--- src/hw/rtl/assert_macros.svh ---
// ----------------------------------------------------------------------------
// Assertion macros
// Shared concurrent assertion forms, clocked on clk and disabled in reset.
// ----------------------------------------------------------------------------
`ifndef ASSERT_MACROS_SVH
`define ASSERT_MACROS_SVH

// The consequent must hold in the same cycle as the antecedent.
`define ASSERT_SAME(label, ante, cons, msg) \
    label: assert property (@(posedge clk) disable iff (!rst_n) (ante) |-> (cons)) \
        else $error(msg);

// The consequent must hold in the cycle after the antecedent.
`define ASSERT_NEXT(label, ante, cons, msg) \
    label: assert property (@(posedge clk) disable iff (!rst_n) (ante) |=> (cons)) \
        else $error(msg);

`endif

--- src/hw/rtl/i2ctrf_pkg.sv ---
// ----------------------------------------------------------------------------
// I2C target register file package
// Response codes, result layout and default sizes for the register file unit.
// ----------------------------------------------------------------------------
package i2ctrf_pkg;

    localparam int DEFAULT_BANK_DEPTH = 16;
    localparam int IN_TDATA_W         = 8;
    localparam int IN_TUSER_W         = 5;
    localparam int OUT_TDATA_W        = 24;
    localparam logic [7:0] FILL_BYTE  = 8'hFF;

    typedef enum logic [1:0] {
        RESP_NONE = 2'd0,
        RESP_ACK  = 2'd1,
        RESP_NACK = 2'd2
    } resp_t;

    // Packed from the lowest bit up: response, load_count, first_load,
    // second_load, busy_res, fault_seen.
    typedef struct packed {
        logic       fault_seen;
        logic       busy_res;
        logic [7:0] second_load;
        logic [7:0] first_load;
        logic [1:0] load_count;
        resp_t      response;
    } result_t;

    localparam int RESULT_W = $bits(result_t);

endpackage

--- src/hw/rtl/i2ctrf_ram.sv ---
// ----------------------------------------------------------------------------
// Generic RAM
// One write port and two read ports, read data registered.
// ----------------------------------------------------------------------------
module i2ctrf_ram #(
    parameter int WIDTH = 8,
    parameter int DEPTH = 16,
    localparam int ADDR_W = (DEPTH > 1) ? $clog2(DEPTH) : 1
) (
    input  logic              clk,
    input  logic              wr_en,
    input  logic [ADDR_W-1:0] wr_addr,
    input  logic [WIDTH-1:0]  wr_data,
    input  logic [ADDR_W-1:0] rd_addr_a,
    output logic [WIDTH-1:0]  rd_data_a,
    input  logic [ADDR_W-1:0] rd_addr_b,
    output logic [WIDTH-1:0]  rd_data_b
);

    logic [WIDTH-1:0] mem [DEPTH];

    always_ff @(posedge clk)
    begin
        if (wr_en)
        begin
            mem[wr_addr] <= wr_data;
        end
        rd_data_a <= mem[rd_addr_a];
        rd_data_b <= mem[rd_addr_b];
    end

endmodule

--- src/hw/rtl/i2c_target_register_file_unit.sv ---
// ----------------------------------------------------------------------------
// I2C target register file unit
// Event-level I2C target with a pointer-addressed byte register bank.
// ----------------------------------------------------------------------------
//
// Channel  Direction  Fields (lowest bit up)
// s_*      in         tuser: bus_fault, address_match, byte_received,
//                     master_acked, stop_seen; tdata: data_byte
// m_*      out        tdata: response, load_count, first_load, second_load,
//                     busy_res, fault_seen
//
// One event is taken per cycle while s_tready is high; its result is registered.
// A pointer byte that arrives together with a master ack is held as pending,
// because the bank byte at the new pointer is read from the RAM port first.
// The bank RAM is read ahead at the pointer and the entry after it.
// Reset clears the control and valid state at once; bank entries read as zero until written.
// A two-entry output stage keeps input flowing while a result waits.
// ----------------------------------------------------------------------------
`include "assert_macros.svh"

module i2c_target_register_file_unit #(
    parameter int BANK_DEPTH = i2ctrf_pkg::DEFAULT_BANK_DEPTH
) (
    input  logic                               clk,
    input  logic                               rst_n,
    input  logic                               s_tvalid,
    output logic                               s_tready,
    input  logic [i2ctrf_pkg::IN_TDATA_W-1:0]  s_tdata,  // data_byte
    input  logic [i2ctrf_pkg::IN_TUSER_W-1:0]  s_tuser,  // bus_fault, address_match,
                                                         // byte_received, master_acked,
                                                         // stop_seen
    output logic                               m_tvalid,
    input  logic                               m_tready,
    output logic [i2ctrf_pkg::OUT_TDATA_W-1:0] m_tdata   // response, load_count,
                                                         // first_load, second_load,
                                                         // busy_res, fault_seen
);

    import i2ctrf_pkg::*;

    localparam int PW = $clog2(BANK_DEPTH + 1);
    localparam int AW = (BANK_DEPTH > 1) ? $clog2(BANK_DEPTH) : 1;
    localparam logic [8:0] DEPTH_LIM = 9'(BANK_DEPTH);

    logic [PW-1:0] ptr_reg, ptr_next;
    logic          prx_reg, prx_next;
    logic          busy_reg, busy_next;
    logic          fault_reg, fault_next;
    logic          pend_reg, pend_next;
    result_t       pend_res_reg, pend_res_next;
    logic          vld_reg [BANK_DEPTH];
    logic          rv0_reg, rv1_reg;
    result_t       out_reg, out_next;
    logic          out_valid_reg, out_valid_next;
    result_t       skid_reg, skid_next;
    logic          skid_valid_reg, skid_valid_next;

    logic          flt, adr, rxv, ack, stp;
    logic [7:0]    d;
    logic          accept, pop, push;
    result_t       res;

    logic [7:0]    rd0, rd1, cur0, cur1, ack_val;
    logic [PW:0]   ptr1, nx1;
    logic [PW-1:0] ptr_inc;
    logic          ptr_ok, ptr1_ok, d_ok;
    logic          adv, defer;
    logic          wr_en;
    logic [AW-1:0] wr_addr, rd_addr0, rd_addr1;

    assign flt = s_tuser[0];
    assign adr = s_tuser[1];
    assign rxv = s_tuser[2];
    assign ack = s_tuser[3];
    assign stp = s_tuser[4];
    assign d   = s_tdata;

    assign s_tready = !skid_valid_reg && !pend_reg;
    assign accept   = s_tvalid && s_tready;
    assign pop      = out_valid_reg && m_tready;
    assign m_tvalid = out_valid_reg;
    assign m_tdata  = {{(OUT_TDATA_W - RESULT_W){1'b0}}, out_reg};

    assign cur0    = rv0_reg ? rd0 : 8'h00;
    assign cur1    = rv1_reg ? rd1 : 8'h00;
    assign ptr1    = {1'b0, ptr_reg} + 1'b1;
    assign ptr_inc = ptr1[PW-1:0];
    assign ptr_ok  = 9'(ptr_reg) < DEPTH_LIM;
    assign ptr1_ok = 9'(ptr1) < DEPTH_LIM;
    assign d_ok    = {1'b0, d} < DEPTH_LIM;
    assign wr_addr = ptr_reg[AW-1:0];

    always_comb
    begin
        ptr_next      = ptr_reg;
        prx_next      = prx_reg;
        busy_next     = busy_reg;
        fault_next    = fault_reg;
        pend_next     = pend_reg;
        pend_res_next = pend_res_reg;
        wr_en         = 1'b0;
        push          = 1'b0;
        adv           = 1'b0;
        defer         = 1'b0;
        ack_val       = FILL_BYTE;
        res           = '0;
        if (pend_reg)
        begin
            if (!skid_valid_reg)
            begin
                push           = 1'b1;
                pend_next      = 1'b0;
                res            = pend_res_reg;
                res.load_count = 2'd1;
                res.first_load = ptr_ok ? cur0 : FILL_BYTE;
                if (ptr_ok)
                begin
                    ptr_next = ptr_inc;
                end
            end
        end
        else if (accept)
        begin
            if (flt)
            begin
                busy_next  = 1'b0;
                fault_next = 1'b1;
            end
            else
            begin
                if (adr)
                begin
                    res.response = RESP_ACK;
                    busy_next    = 1'b1;
                    if (d[0])
                    begin
                        res.load_count = 2'd1;
                        res.first_load = ptr_ok ? cur0 : FILL_BYTE;
                        if (ptr_ok)
                        begin
                            adv      = 1'b1;
                            ptr_next = ptr_inc;
                        end
                    end
                    else
                    begin
                        prx_next = 1'b0;
                    end
                end
                else if (rxv)
                begin
                    if (!prx_reg)
                    begin
                        if (d_ok)
                        begin
                            ptr_next     = d[PW-1:0];
                            prx_next     = 1'b1;
                            res.response = RESP_ACK;
                            defer        = 1'b1;
                        end
                        else
                        begin
                            res.response = RESP_NACK;
                        end
                    end
                    else if (ptr_ok)
                    begin
                        wr_en        = 1'b1;
                        ptr_next     = ptr_inc;
                        adv          = 1'b1;
                        res.response = RESP_ACK;
                    end
                    else
                    begin
                        res.response = RESP_NACK;
                    end
                end
                if (ack && !defer)
                begin
                    if (adv)
                    begin
                        ack_val = ptr1_ok ? cur1 : FILL_BYTE;
                        if (ptr1_ok)
                        begin
                            ptr_next = PW'(ptr1 + 1'b1);
                        end
                    end
                    else
                    begin
                        ack_val = ptr_ok ? cur0 : FILL_BYTE;
                        if (ptr_ok)
                        begin
                            ptr_next = ptr_inc;
                        end
                    end
                    if (res.load_count == 2'd0)
                    begin
                        res.first_load = ack_val;
                    end
                    else
                    begin
                        res.second_load = ack_val;
                    end
                    res.load_count = res.load_count + 2'd1;
                end
                if (stp)
                begin
                    busy_next = 1'b0;
                end
            end
            res.busy_res   = busy_next;
            res.fault_seen = fault_next;
            if (ack && defer && !flt)
            begin
                pend_next     = 1'b1;
                pend_res_next = res;
            end
            else
            begin
                push = 1'b1;
            end
        end
    end

    // The bank is read ahead at the next pointer and the entry after it.
    assign nx1      = {1'b0, ptr_next} + 1'b1;
    assign rd_addr0 = (9'(ptr_next) < DEPTH_LIM) ? ptr_next[AW-1:0] : '0;
    assign rd_addr1 = (9'(nx1) < DEPTH_LIM) ? nx1[AW-1:0] : '0;

    i2ctrf_ram #(
        .WIDTH (8),
        .DEPTH (BANK_DEPTH)
    ) u_bank (
        .clk       (clk),
        .wr_en     (wr_en),
        .wr_addr   (wr_addr),
        .wr_data   (d),
        .rd_addr_a (rd_addr0),
        .rd_data_a (rd0),
        .rd_addr_b (rd_addr1),
        .rd_data_b (rd1)
    );

    always_comb
    begin
        out_next        = out_reg;
        out_valid_next  = out_valid_reg;
        skid_next       = skid_reg;
        skid_valid_next = skid_valid_reg;
        if (!out_valid_reg || pop)
        begin
            if (skid_valid_reg)
            begin
                out_next        = skid_reg;
                out_valid_next  = 1'b1;
                skid_valid_next = 1'b0;
            end
            else
            begin
                out_next       = res;
                out_valid_next = push;
            end
        end
        else if (push)
        begin
            skid_next       = res;
            skid_valid_next = 1'b1;
        end
    end

    always_ff @(posedge clk or negedge rst_n)
    begin
        if (!rst_n)
        begin
            ptr_reg        <= '0;
            prx_reg        <= 1'b0;
            busy_reg       <= 1'b0;
            fault_reg      <= 1'b0;
            pend_reg       <= 1'b0;
            rv0_reg        <= 1'b0;
            rv1_reg        <= 1'b0;
            out_valid_reg  <= 1'b0;
            skid_valid_reg <= 1'b0;
            for (int i = 0; i < BANK_DEPTH; i++)
            begin
                vld_reg[i] <= 1'b0;
            end
        end
        else
        begin
            ptr_reg        <= ptr_next;
            prx_reg        <= prx_next;
            busy_reg       <= busy_next;
            fault_reg      <= fault_next;
            pend_reg       <= pend_next;
            rv0_reg        <= vld_reg[rd_addr0];
            rv1_reg        <= vld_reg[rd_addr1];
            out_valid_reg  <= out_valid_next;
            skid_valid_reg <= skid_valid_next;
            if (wr_en)
            begin
                vld_reg[wr_addr] <= 1'b1;
            end
        end
    end

    always_ff @(posedge clk)
    begin
        pend_res_reg <= pend_res_next;
        out_reg      <= out_next;
        skid_reg     <= skid_next;
    end

    `ASSERT_SAME(a_skid_behind_out, skid_valid_reg, out_valid_reg, "skid full with output empty")
    `ASSERT_SAME(a_pend_blocks_input, pend_reg, !s_tready, "input taken during deferred load")
    `ASSERT_NEXT(a_fault_sticky, fault_reg, fault_reg, "fault mark cleared")
    `ASSERT_SAME(a_two_loads_acked, out_valid_reg && out_reg.load_count == 2'd2, out_reg.response == RESP_ACK, "two loads without ack")

endmodule

--- config.mk ---
export PLATFORM = sky130hd
export DESIGN_NAME = i2c_target_register_file_unit
export DESIGN_NICKNAME = d
export VERILOG_FILES = /design/src/hw/rtl/i2ctrf_pkg.sv /design/src/hw/rtl/i2ctrf_ram.sv /design/src/hw/rtl/i2c_target_register_file_unit.sv
export VERILOG_INCLUDE_DIRS = /design/src /design/src/hw/rtl
export SDC_FILE = /design/constraint.sdc
export NUM_CORES = 1
export LEC_CHECK = 0
export ABC_AREA = 1
export ABC_CLOCK_PERIOD_IN_PS = 4600
export BUFFER_PORTS_ARGS = -buffer_cell sky130_fd_sc_hd__buf_2
export CORE_MARGIN = 10
export CORE_UTILIZATION = 60
export DETAILED_ROUTE_END_ITERATION = 7
export HOLD_SLACK_MARGIN = 0.1
export PLACE_DENSITY = 0.84
export SETUP_SLACK_MARGIN = 0.2
export SLEW_MARGIN = 30
export SYNTH_ARGS = -nofsm -noshare
export SYNTH_HDL_FRONTEND = slang
export SYNTH_SLANG_ARGS = --single-unit
--- constraint.sdc ---
create_clock -name clk -period 4.6 [get_ports clk]
set_input_delay 0.92 -clock clk [delete_from_list [all_inputs] [get_ports clk]]
set_output_delay 0.92 -clock clk [all_outputs]
set_load 0.03 [all_outputs]
== Word-level counts from Yosys, hierarchy flattened ==
Memories as Yosys holds them, arrays and structs flattened. A register that Yosys moved wholly into a read port is not among the register bits.
Index checks and enable logic that the tools add are counted.
Storage, ports and cells
  memories: 1
  register bits: 85
  RAM bits: 128
  logic and storage cells: 173
  output and inout bits: 26
Operators by class
  mux-type cells: 90
  reductions and logical operators: 20
  bitwise logic cells: 7
  equality and inequality tests: 1
  add/subtract/negate cells: 4
  order comparisons: 9
Memories
  u_bank.mem: words 16, bits a word 8, read ports 2, clocked after memory_dff 2, wr ports 1, RTL line i2ctrf_ram.sv:20  | logic [WIDTH-1:0] mem [DEPTH];
Operators with widths (count)
  two-way mux 22 bit: 4
  two-way mux 5 bit: 14
  two-way mux 8 bit: 7
  two-way mux 10 bit: 5
  two-way mux 1 bit: 48
  two-way mux 20 bit: 1
  two-way mux 18 bit: 1
  bitwise OR 16 bit: 1
  >= comparator 5 bit, second input constant: 3
  inverter 4 -> 5 bit: 3
  adder 5 x 1 -> 6 bit, second input constant: 2
  < comparator 6 x 5 -> 1 bit, second input constant: 2
  < comparator 5 bit, second input constant: 2
  two-way mux 2 bit: 5
  binary-select mux 1 bit (select 4 bit): 2
  < comparator 8 x 5 -> 1 bit, second input constant: 1
  two-way mux 4 bit: 2
  logical AND 1 bit: 7
  adder 5 x 1 -> 5 bit, second input constant: 1
  logical NOT 1 bit: 5
  < comparator 5 x 1 -> 1 bit, second input constant: 1
  AND reduction 5 bit: 1
  demux 1 bit (select 4 bit): 1
  AND reduction 2 bit: 2
  other kinds (7): 10

== Longest topological paths before layout ==
Gate-level depths: netlist (run 1).
  word-level depth: 21
  depth in mapped cells: 26
  gate-level depth less buffers: 25

== Hierarchy ==
Synthesis (run 1) repeated with hierarchy kept, for this count alone.
Unflattened totals
  cells, all modules: 1464
  area total of the unflattened synthesis: 12373.1 µm²
Modules (own cells, without submodules)
  i2ctrf_ram: area an instance 7252.0 µm², instances 1, sequential area each 4164.0 µm², cells each 851
  i2c_target_register_file_unit: area an instance 5121.2 µm², instances 1, sequential area each 2407.3 µm², cells each 613

== Least setup slack after synthesis (run 1) ==
Ideal clock, no wire load.
  path kind: input to register
  start point: input port s_tuser[1] (netlist name)
  end point: register rv1_reg
  library setup time: 117 ps
  path buffers: 4
  path slack: 1320 ps
  cell stages on the path: 20
  arrival: 3164 ps
  cell sequence: buf_4 -> nor2_4 -> nand2_2 -> nand2_2 -> buf_4 -> nand3_1 -> nand2_1 -> a21oi_1 -> nand2_1 -> nand2_1 -> nand2_1 -> inv_1 -> ha_1 -> buf_1 -> buf_1 -> nand3_1 -> nand3_1 -> nand2_1 -> nand2_1 -> nand2_1
Between the ends
  word-level cells in the longest chain between the ends: 17
  elaborated cells on any way between the ends: 25
RTL lines
  start, declared: RTL line i2c_target_register_file_unit.sv:29  | input logic [i2ctrf_pkg::IN_TUSER_W-1:0] s_tuser,
  two-way mux 1 bit: RTL line i2c_target_register_file_unit.sv:131  | if (adr)
  two-way mux 1 bit: RTL line i2c_target_register_file_unit.sv:124  | if (flt)
  two-way mux 1 bit: RTL line i2c_target_register_file_unit.sv:122  | else if (accept)
  two-way mux 1 bit: RTL line i2c_target_register_file_unit.sv:107  | if (pend_reg)
  logical NOT 1 bit: RTL line i2c_target_register_file_unit.sv:178  | if (ack && !defer)
  logical AND 1 bit: RTL line i2c_target_register_file_unit.sv:178
  two-way mux 5 bit *: RTL line i2c_target_register_file_unit.sv:178
  two-way mux 5 bit *: RTL line i2c_target_register_file_unit.sv:124
  two-way mux 5 bit *: RTL line i2c_target_register_file_unit.sv:122
  two-way mux 5 bit *: RTL line i2c_target_register_file_unit.sv:107
  net ptr_next[1]: RTL line i2c_target_register_file_unit.sv:45  | logic [PW-1:0] ptr_reg, ptr_next;
  adder 5 x 1 -> 6 bit *: RTL line i2c_target_register_file_unit.sv:226  | assign nx1 = {1'b0, ptr_next} + 1'b1;
  < comparator 6 x 5 -> 1 bit: RTL line i2c_target_register_file_unit.sv:228  | assign rd_addr1 = (9'(nx1) < DEPTH_LIM) ? nx1[AW-1:0] : '0;
  two-way mux 4 bit *: RTL line i2c_target_register_file_unit.sv:228
  inverter 4 -> 5 bit (implied by the code) *: RTL line i2c_target_register_file_unit.sv:297  | rv1_reg <= vld_reg[rd_addr1];
  binary-select mux 1 bit (select 4 bit) *: RTL line i2c_target_register_file_unit.sv:297
  two-way mux 1 bit (implied by the code) * (2 in a row): RTL line i2c_target_register_file_unit.sv:297
  end signal, assigned: RTL line i2c_target_register_file_unit.sv:297
  end, declared: RTL line i2c_target_register_file_unit.sv:52  | logic rv0_reg, rv1_reg;
Mark *: on every way through the listed nets, which the timed path passes. The rest lies on a longest branch. The select of a mux whose other input is x is not followed.
A chain may end at the register's enable or synchronous reset.

== Worst setup path after layout (run 1) ==
  start point: register ptr_reg[0]
  end point: register u_bank.rd_data_b[4] (read register of u_bank.mem)
Between the ends
  word-level cells in the longest chain between the ends: 16
  elaborated cells on any way between the ends: 29
RTL lines
  start, declared: RTL line i2c_target_register_file_unit.sv:45
  start signal, assigned: RTL line i2c_target_register_file_unit.sv:291  | ptr_reg <= ptr_next;
  < comparator 5 bit: RTL line i2c_target_register_file_unit.sv:88  | assign ptr_ok = 9'(ptr_reg) < DEPTH_LIM;
  two-way mux 1 bit: RTL line i2c_target_register_file_unit.sv:139, i2c_target_register_file_unit.sv:166
  two-way mux 1 bit: RTL line i2c_target_register_file_unit.sv:152  | if (!prx_reg)
  two-way mux 1 bit: RTL line i2c_target_register_file_unit.sv:150  | else if (rxv)
  two-way mux 1 bit: RTL line i2c_target_register_file_unit.sv:131
  two-way mux 1 bit: RTL line i2c_target_register_file_unit.sv:124
  two-way mux 1 bit: RTL line i2c_target_register_file_unit.sv:122
  two-way mux 1 bit: RTL line i2c_target_register_file_unit.sv:107
  two-way mux 5 bit: RTL line i2c_target_register_file_unit.sv:180  | if (adv)
  two-way mux 5 bit: RTL line i2c_target_register_file_unit.sv:178
  two-way mux 5 bit: RTL line i2c_target_register_file_unit.sv:124
  two-way mux 5 bit: RTL line i2c_target_register_file_unit.sv:122
  two-way mux 5 bit *: RTL line i2c_target_register_file_unit.sv:107
  net ptr_next[1]: RTL line i2c_target_register_file_unit.sv:45
  adder 5 x 1 -> 6 bit *: RTL line i2c_target_register_file_unit.sv:226
  < comparator 6 x 5 -> 1 bit: RTL line i2c_target_register_file_unit.sv:228
  two-way mux 4 bit *: RTL line i2c_target_register_file_unit.sv:228
  end, declared: RTL line i2ctrf_ram.sv:17  | output logic [WIDTH-1:0] rd_data_b
Marked as above.

==> flow_summary.rst, run 1 <==
.. list-table::
   :header-rows: 1

   * - Metric
     - Value
   * - Run status
     - finished, final reports clean
   * - Achievable frequency
     - around 0.25 GHz
   * - Number of buffers created by CTS
     - 24
   * - Die height
     - approximately 160 µm
   * - Required time at the worst-slack endpoint
     - 5.02 ns
   * - Combinational cell fraction of total power
     - 40.0%
   * - Count of nets left with antenna violations after detail routing
     - 0
   * - Most frequent cell after synthesis
     - sky130_fd_sc_hd__nand2_1
   * - Final core utilization
     - around two thirds
   * - CTS tree
     - done
   * - Clock Path Buffers
     - 3
   * - Width of the die
     - roughly 160 µm
   * - Core area
     - 20100 µm²
   * - Ratio of routed vias to standard cells
     - approximately 5.8
   * - Share of synthesized flip-flops with an asynchronous set or reset
     - ~13%
   * - Row cnt
     - 52
   * - Number of inserted diodes
     - 0
   * - Gates resized, CTS repair
     - 0
   * - Slew margin rel.
     - between 40% and 50%
   * - Ratio of total power to cell area
     - around 560 nW/µm²
   * - Boundary pin count
     - 43
   * - Final cell count without fillers
     - 1732
   * - Peak ir drop on the vdd network
     - about 360 µV
   * - Worst setup path category
     - flip-flop to flip-flop
   * - Routed via count
     - ~10000
   * - Worst EP arrival
     - 4.39 ns
   * - Cell total after placement
     - around 1700
   * - Share of Yosys cell area claimed by the top area cell type
     - 45.5%
   * - Iteration-0 DRC Markers
     - approximately 1000
   * - Largest cells by area after synthesis
     - sky130_fd_sc_hd__edfxtp_1 45%, sky130_fd_sc_hd__nand2_1 11%, sky130_fd_sc_hd__inv_1 6.7%
   * - Fraction of layout cells with a size suffix above 1
     - between 10% and 20%
   * - Number of maximum-capacitance constraint violations
     - 0
   * - Instance count of the mapped netlist
     - 1424
   * - Global routing usage summed across all routing layers
     - about a quarter
   * - Total power consumption of the routed design
     - between 0.007 and 0.008 W
   * - Largest net degree at the start of global routing
     - ~100
   * - Number of sinks on the clock net
     - around 230
   * - NumNets Final
     - around 1500
   * - Unrepaired setup endpoints after global routing
     - false
   * - Slew Viols, Final
     - 0
   * - Flop pwr share
     - between 30% and 40%
   * - Nature of the critical path startpoint
     - flip-flop
   * - LEAKAGE
     - around 6 nW
   * - Net switching component of the power
     - 0.00302 W
   * - CTS root buf
     - sky130_fd_sc_hd__clkbuf_16
   * - Most used standard cells in the synthesized netlist
     - 341 x sky130_fd_sc_hd__nand2_1, 217 x sky130_fd_sc_hd__inv_1, 184 x sky130_fd_sc_hd__edfxtp_1
   * - Number of register bits inferred by synthesis
     - about 230
   * - Post-route minimum period
     - 3.97 ns
   * - Worst setup EP type
     - flip-flop
   * - Clock-pin slew reported for the worst setup and hold paths after clock tree synthesis
     - roughly 0.070 ns
   * - Post-DP HPWL
     - approximately 22000 µm
   * - Syn-to-layout area delta
     - 9.88%
   * - H-tree Lvls
     - 1
   * - Number of endpoints with negative hold slack in the final report
     - 0
   * - Setup TNS
     - 0 ns
   * - Worst-case hold slack
     - 0.463 ns
   * - Setup Fix Bufs, Post-CTS
     - 0
   * - Hold_buf cts
     - 0
   * - Wire length of the first global-routing pass
     - between 40000 and 50000 µm
   * - Total congestion overflow after global routing
     - 0
   * - Internal
     - 0.00449 W
   * - Worst min-delay path class
     - flip-flop to flip-flop
   * - Mean cell area of the mapped netlist
     - about 8.5 µm²
   * - Final setup violation count
     - 0
   * - Detailed Routing Iterations Pass 1
     - 6
   * - Share of the yosys chip area belonging to registers
     - between 50% and 60%
   * - EDFF count, synth
     - between 150 and 200
   * - # DRC
     - 0
   * - Crit Path Max Fanout
     - 23
   * - Sw Share
     - between 40% and 50%
   * - Count of cell types in the netlist
     - 37
   * - Post-synth design cell area
     - 12200 µm²
   * - Routed Wire Length
     - between 30000 and 40000 µm
   * - Number of antenna violations at the first check in global routing
     - 2
   * - Port-buffer cells
     - 40
   * - Total die area
     - 26300 µm²
   * - RD Place Congestion
     - between 1 and 1.5
   * - Via count of the first global-routing pass
     - 9435
   * - Post-synthesis cell type with the largest combined area
     - sky130_fd_sc_hd__edfxtp_1
   * - Top_reg_cell synth
     - sky130_fd_sc_hd__edfxtp_1
   * - Portion of the clock cycle consumed by the worst path in the final layout
     - between 80% and 90%
   * - Yosys warnings
     - 0
   * - Clock insertion delay at the later pin of the skew report
     - 0.52 ns
   * - Transition time at the pin with the least slew margin
     - around 0.86 ns
   * - Number of flip-flops in the largest register
     - 128
   * - Initial standard-cell utilization of the core
     - approximately three fifths
   * - Routed wire length per instance
     - around 18 µm
   * - Worst-case clock skew
     - slightly above 0.01 ns
   * - Clock power frac
     - between 20% and 30%
==> logic make-up after synthesis <==
logic type / after synthesis / synth area share, %
buffers and inverters: 312 / 10.6
other: 1 / 0.0309
AOI/OAI and AO/OA: 272 / 12.5
DFF: 229 / 54.1
and+or+nand+nor: 600 / 21.8
adders and majority gates: 8 / 0.824
xor gates and xnor gates: 2 / 0.144
==> cell type report <==
class | count | area [µm²]
sequential | 229 | 6570
multi-input combinational | 884 | 4310
clock buffer | 30 | 644
tap | 270 | 338
timing repair buffer | 66 | 433
clock inverter | 14 | 161
inverter | 239 | 900
fill | 1541 | 6750
==> per-stage QoR <==
step	cell area, µm²	setup slack, ns
final	13400	0.629
after global routing	13400	0.209
after CTS	13400	0.666
after detailed placement	12500	0.426
after global placement	12500	0.551
after floorplan	12200	1.32
==> routing by layer <==
metal	global-route usage (%)	up-vias	wire length, µm
met2	38.8	523	14700
met3	3.72	132	2730
met4	13.7	4	2040
li1	-	4744	-
met5	0	-	20
met1	29.2	4577	11900
==> critical path: stages (launching register included) <==
cell and delay (ns):
sky130_fd_sc_hd__dfrtp_1 0.57, sky130_fd_sc_hd__ha_1 0.26, sky130_fd_sc_hd__inv_1 0.09, sky130_fd_sc_hd__nor2_1 0.15, sky130_fd_sc_hd__inv_1 0.08, sky130_fd_sc_hd__ha_1 0.29, sky130_fd_sc_hd__inv_1 0.12, sky130_fd_sc_hd__o21ai_4 0.12
sky130_fd_sc_hd__nand2_2 0.10, sky130_fd_sc_hd__nand3_2 0.11, sky130_fd_sc_hd__nand2_1 0.09, sky130_fd_sc_hd__nand2_1 0.05, sky130_fd_sc_hd__nand2_1 0.05, sky130_fd_sc_hd__nand2_1 0.10, sky130_fd_sc_hd__inv_1 0.13, sky130_fd_sc_hd__ha_1 0.19
sky130_fd_sc_hd__nand3_1 0.13, sky130_fd_sc_hd__nor2_1 0.15, sky130_fd_sc_hd__nand3_2 0.10, sky130_fd_sc_hd__nand2_4 0.19, sky130_fd_sc_hd__buf_4 0.33, sky130_fd_sc_hd__nand3_1 0.17, sky130_fd_sc_hd__nand3_1 0.12, sky130_fd_sc_hd__nand2_1 0.06
sky130_fd_sc_hd__nand2_1 0.05, sky130_fd_sc_hd__nand2_1 0.05
==> layout by cell type (no fill, tap or decap), drive strengths merged <==
cell type	instances
clkinv	9
inv	239
a22oi	10
a21oi	70
xor2	2
nor3	5
ha	8
o211ai	36
or2	4
nor2	80
nand4	2
nand3	156
dfxtp	16
conb	2
o22ai	12
nand2	353
bufinv	3
o21a	1
a21o	1
dfrtp	29
o21ai	140
a211oi	2
edfxtp	184
clkinvlp	2
clkbuf	30
buf	66
==> power groups by stage <==
stage          combinational [W]  clock, W  sequential [W]
6_report                 0.00301   0.00198         0.00253
5_1_grt                  0.00333   0.00208         0.00254
4_1_cts                  0.00295   0.00199         0.00252
3_5_place_dp             0.00293         0         0.00256
3_3_place_gp             0.00290         0         0.00256
2_1_floorplan            0.00218         0         0.00256
==> path summary, 6_finish.rpt <==
path	slack [ns]	depth (start not counted)	to	startpoint
worst max register to register	0.63	25	u_bank.rd_data_b[4]	ptr_reg[0]
max in group asynchronous	3.65	1	vld_reg[9]	rst_n
worst max-delay path	0.63	25	u_bank.rd_data_b[4]	ptr_reg[0]
min in group asynchronous	0.47	1	fault_reg	rst_n
worst min-delay path	0.46	2	fault_reg	fault_reg
worst min register to register	0.46	2	fault_reg	fault_reg
Note: power is estimated with default switching activity, not from simulation.
==> run 2: changes to the inputs <==
Settings changed: CELL_PAD_IN_SITES_DETAIL_PLACEMENT set to 0, CELL_PAD_IN_SITES_GLOBAL_PLACEMENT set to 2, CORE_UTILIZATION 60 to 25, PLACE_DENSITY 0.84 to 0.66.
==> flow_summary.rst, run 2 (synthesis results as in run 1) <==
.. list-table::
   :header-rows: 1

   * - Metric
     - Value
   * - Run status
     - finished, final reports clean (unchanged)
   * - Peak ir drop on the vdd network
     - 302 µV (was 363 µV)
   * - Boundary pin count
     - 43 (unchanged)
   * - Achievable frequency
     - 0.256 GHz (was 0.252 GHz)
   * - Syn-to-layout area delta
     - 15.6% (was 9.88%)
   * - LEAKAGE
     - 6.14 nW (was 5.97 nW)
   * - Filler cells
     - 5095 (was 1541)
   * - Depth of the most critical reg-to-reg path
     - 24 (was 25)
   * - Transition time at the pin with the least slew margin
     - 0.846 ns (was 0.856 ns)
   * - CTS root buf
     - sky130_fd_sc_hd__clkbuf_16 (unchanged)
   * - Portion of the clock cycle consumed by the worst path in the final layout
     - 84.8% (was 86.3%)
   * - Fin area
     - 14000 µm² (was 13400 µm²)
   * - Flop pwr share
     - 31.8% (was 33.6%)
   * - Setup TNS
     - 0 ns (unchanged)
   * - Slew margin rel.
     - 43.5% (was 42.7%)
   * - Series of cell instances along the critical path
     - ha_1 -> inv_1 -> nor2_1 -> inv_1 -> ha_1 -> inv_1 -> o21ai_4 -> nand2_2 -> nand3_2 -> nand2_1 -> nand2_1 -> nand2_1 -> nand2_1 -> inv_1 -> ha_1 -> nand3_1 -> o21ai_1 -> nand2_4 -> nand2_4 -> nand2_1 -> nand3_1 -> nand2_1 -> nand2_1 -> nand2_1
   * - Unrepaired setup endpoints after global routing
     - false (unchanged)
   * - Row cnt
     - 80 (was 52)
   * - NumNets Final
     - 1492 (was 1469)
   * - Wire length of the first global-routing pass
     - 59600 µm (was 50000 µm)
   * - Cell total after placement
     - 2053 (was 1688)
   * - Number of flip-flops in the largest register
     - 128 (unchanged)
   * - Worst path most repeated cell
     - sky130_fd_sc_hd__nand2_1 (unchanged)
   * - Fraction of layout cells with a size suffix above 1
     - 13.0% (was 11.6%)
   * - Slew Viols, Final
     - 0 (unchanged)
   * - Iteration-0 DRC Markers
     - 761 (was 1002)
   * - Number of antenna violations at the first check in global routing
     - 2 (unchanged)
   * - Number of cells on the worst hold path
     - 2 (unchanged)
   * - Ratio of total power to cell area
     - 565 nW/µm² (was 562 nW/µm²)
   * - Number of sinks on the clock net
     - 229 (unchanged)
   * - Ratio of routed vias to standard cells
     - 4.55 (was 5.76)
   * - Worst min-delay path class
     - flip-flop to flip-flop (unchanged)
   * - CP max stage delay
     - 0.48 ns (was 0.57 ns)
   * - Count of nets left with antenna violations after detail routing
     - 0 (unchanged)
   * - Net switching component of the power
     - 0.00328 W (was 0.00302 W)
   * - Total die area
     - 57800 µm² (was 26300 µm²)
   * - Clock insertion delay at the later pin of the skew report
     - 0.57 ns (was 0.52 ns)
   * - Worst-case clock skew
     - 0.0304 ns (was 0.0104 ns)
   * - Most frequent standard cell in the layout excluding fill and tap cells
     - sky130_fd_sc_hd__nand2_1 (unchanged)
   * - Number of endpoints with negative hold slack in the final report
     - 0 (unchanged)
   * - Post-route minimum period
     - 3.90 ns (was 3.97 ns)
   * - Largest net degree at the start of global routing
     - 101 (was 103)
   * - Routed via count
     - 9564 (was 9980)
   * - Number of buffers created by CTS
     - 27 (was 24)
   * - Sw Share
     - 41.4% (was 40.2%)
   * - Setup Fix Bufs, Post-CTS
     - 0 (unchanged)
   * - Number of maximum-capacitance constraint violations
     - 0 (unchanged)
   * - RD Place Congestion
     - 0.822 (was 1.07)
   * - Gates resized, CTS repair
     - 0 (unchanged)
   * - Initial standard-cell utilization of the core
     - 25.3% (was 60.5%)
   * - Combinational cell fraction of total power
     - 40.6% (was 40.0%)
   * - Crit Path Max Fanout
     - 36 (was 23)
   * - Worst setup EP type
     - flip-flop (unchanged)
   * - Routed wire length per instance
     - 18.7 µm (was 18.1 µm)
   * - Detailed Routing Iterations Pass 1
     - 5 (was 6)
   * - Port-buffer cells
     - 40 (unchanged)
   * - Required time at the worst-slack endpoint
     - 5.07 ns (was 5.02 ns)
   * - Hold_buf cts
     - 0 (unchanged)
   * - Routed Wire Length
     - 39400 µm (was 31400 µm)
   * - Final setup violation count
     - 0 (unchanged)
   * - Clock Path Buffers
     - 3 (unchanged)
   * - Nature of the critical path startpoint
     - flip-flop (unchanged)
   * - Internal
     - 0.00466 W (was 0.00449 W)
   * - Post-place instance area
     - 13100 µm² (was 12500 µm²)
   * - Commonest cells after routing, fill and taps aside
     - 340 x sky130_fd_sc_hd__nand2_1, 217 x sky130_fd_sc_hd__inv_1, 184 x sky130_fd_sc_hd__edfxtp_1, 143 x sky130_fd_sc_hd__nand3_1, 109 x sky130_fd_sc_hd__o21ai_0 (unchanged)
   * - Die height
     - 240 µm (was 162 µm)
   * - Post-DP HPWL
     - 26600 µm (was 22000 µm)
   * - # DRC
     - 0 (unchanged)
   * - Library cell contributing the largest single delay on the critical path
     - sky130_fd_sc_hd__dfrtp_1 (unchanged)
   * - Clock power frac
     - 27.6% (was 26.3%)
   * - Clock-pin slew reported for the worst setup and hold paths after clock tree synthesis
     - 0.06 ns (was 0.07 ns)
   * - Global routing usage summed across all routing layers
     - 13.6% (was 23.7%)
   * - Width of the die
     - 240 µm (was 162 µm)
   * - Via count of the first global-routing pass
     - 9457 (was 9435)
   * - CTS tree
     - done (unchanged)
   * - H-tree Lvls
     - 1 (unchanged)
   * - Core area
     - 47900 µm² (was 20100 µm²)
   * - Final cell count without fillers
     - 2104 (was 1732)
   * - Total congestion overflow after global routing
     - 0 (unchanged)
   * - Worst EP arrival
     - 4.37 ns (was 4.39 ns)
   * - Worst setup path category
     - flip-flop to flip-flop (unchanged)
run 2: cell count changes in the layout (fill, tap and decap cells not counted), sizes merged:
cell | previous run | this run
buf | 66 | 86
clkbuf | 30 | 37
clkinv | 9 | 11
clkinvlp | 2 | 0
diode | 0 | 1
inv | 239 | 238
run 2: final cells by class:
class	count	area (µm²)	share of cell area (%)
Inverter	239	900	6.40
Sequential cell	229	6570	46.8
Antenna cell	1	2.50	0.0178
Clock buffer	37	744	5.30
Tap cell	615	769	5.48
Multi-Input combinational cell	884	4320	30.7
Timing Repair Buffer	86	591	4.20
Clock inverter	13	154	1.10
run 2: per-layer routing:
metal / vias to the layer above / track usage, % / part of all wire (%)
met3: 49 / 2.07 / 4.6
met1: 4518 / 18.5 / 47
met5: - / 0 / 0
met2: 205 / 22.2 / 46
li1: 4792 / - / -
met4: 0 / 3.22 / 2.3
run 2: worst paths after layout:
path	to	slack, ns	start
setup / recovery	u_bank.rd_data_b[0]	0.70	ptr_reg[1]
hold / removal	fault_reg	0.45	fault_reg
setup reg to reg	u_bank.rd_data_b[0]	0.70	ptr_reg[1]
hold reg to reg	fault_reg	0.45	fault_reg
max in group asynchronous	vld_reg[15]	3.60	rst_n
min in group asynchronous	rv1_reg	0.46	rst_n
run 2: stage by stage:
step	hold WS (ns)	utilization (%)	total power [W]	setup WS [ns]
after floorplan	0.422	-	0.00474	1.32
after global placement	0.438	27.4	0.00583	0.387
after detailed placement	0.448	27.4	0.00582	0.272
after CTS	0.461	29.3	0.00804	0.664
after global routing	0.484	29.3	0.00852	0.358
final	0.455	29.3	0.00794	0.699
run 2: critical path: cells and delay by family (launching register included):
kind / cells / cell delay, ns
buffers and inverters: 4 / 0.48
AND/OR/NAND/NOR: 15 / 1.79
AO/OA/AOI/OAI: 2 / 0.36
adder cells (fa/ha/maj): 3 / 0.73
flip-flops: 1 / 0.48
run 2: power groups by stage:
stage                     Sequential (W)  Clock, W  Combinational, W
after floorplan                  0.00256         0           0.00218
after global placement           0.00257         0           0.00326
after detailed placement         0.00257         0           0.00325
after CTS                        0.00252   0.00225           0.00326
after global routing             0.00254   0.00234           0.00364
final                            0.00252   0.00219           0.00322
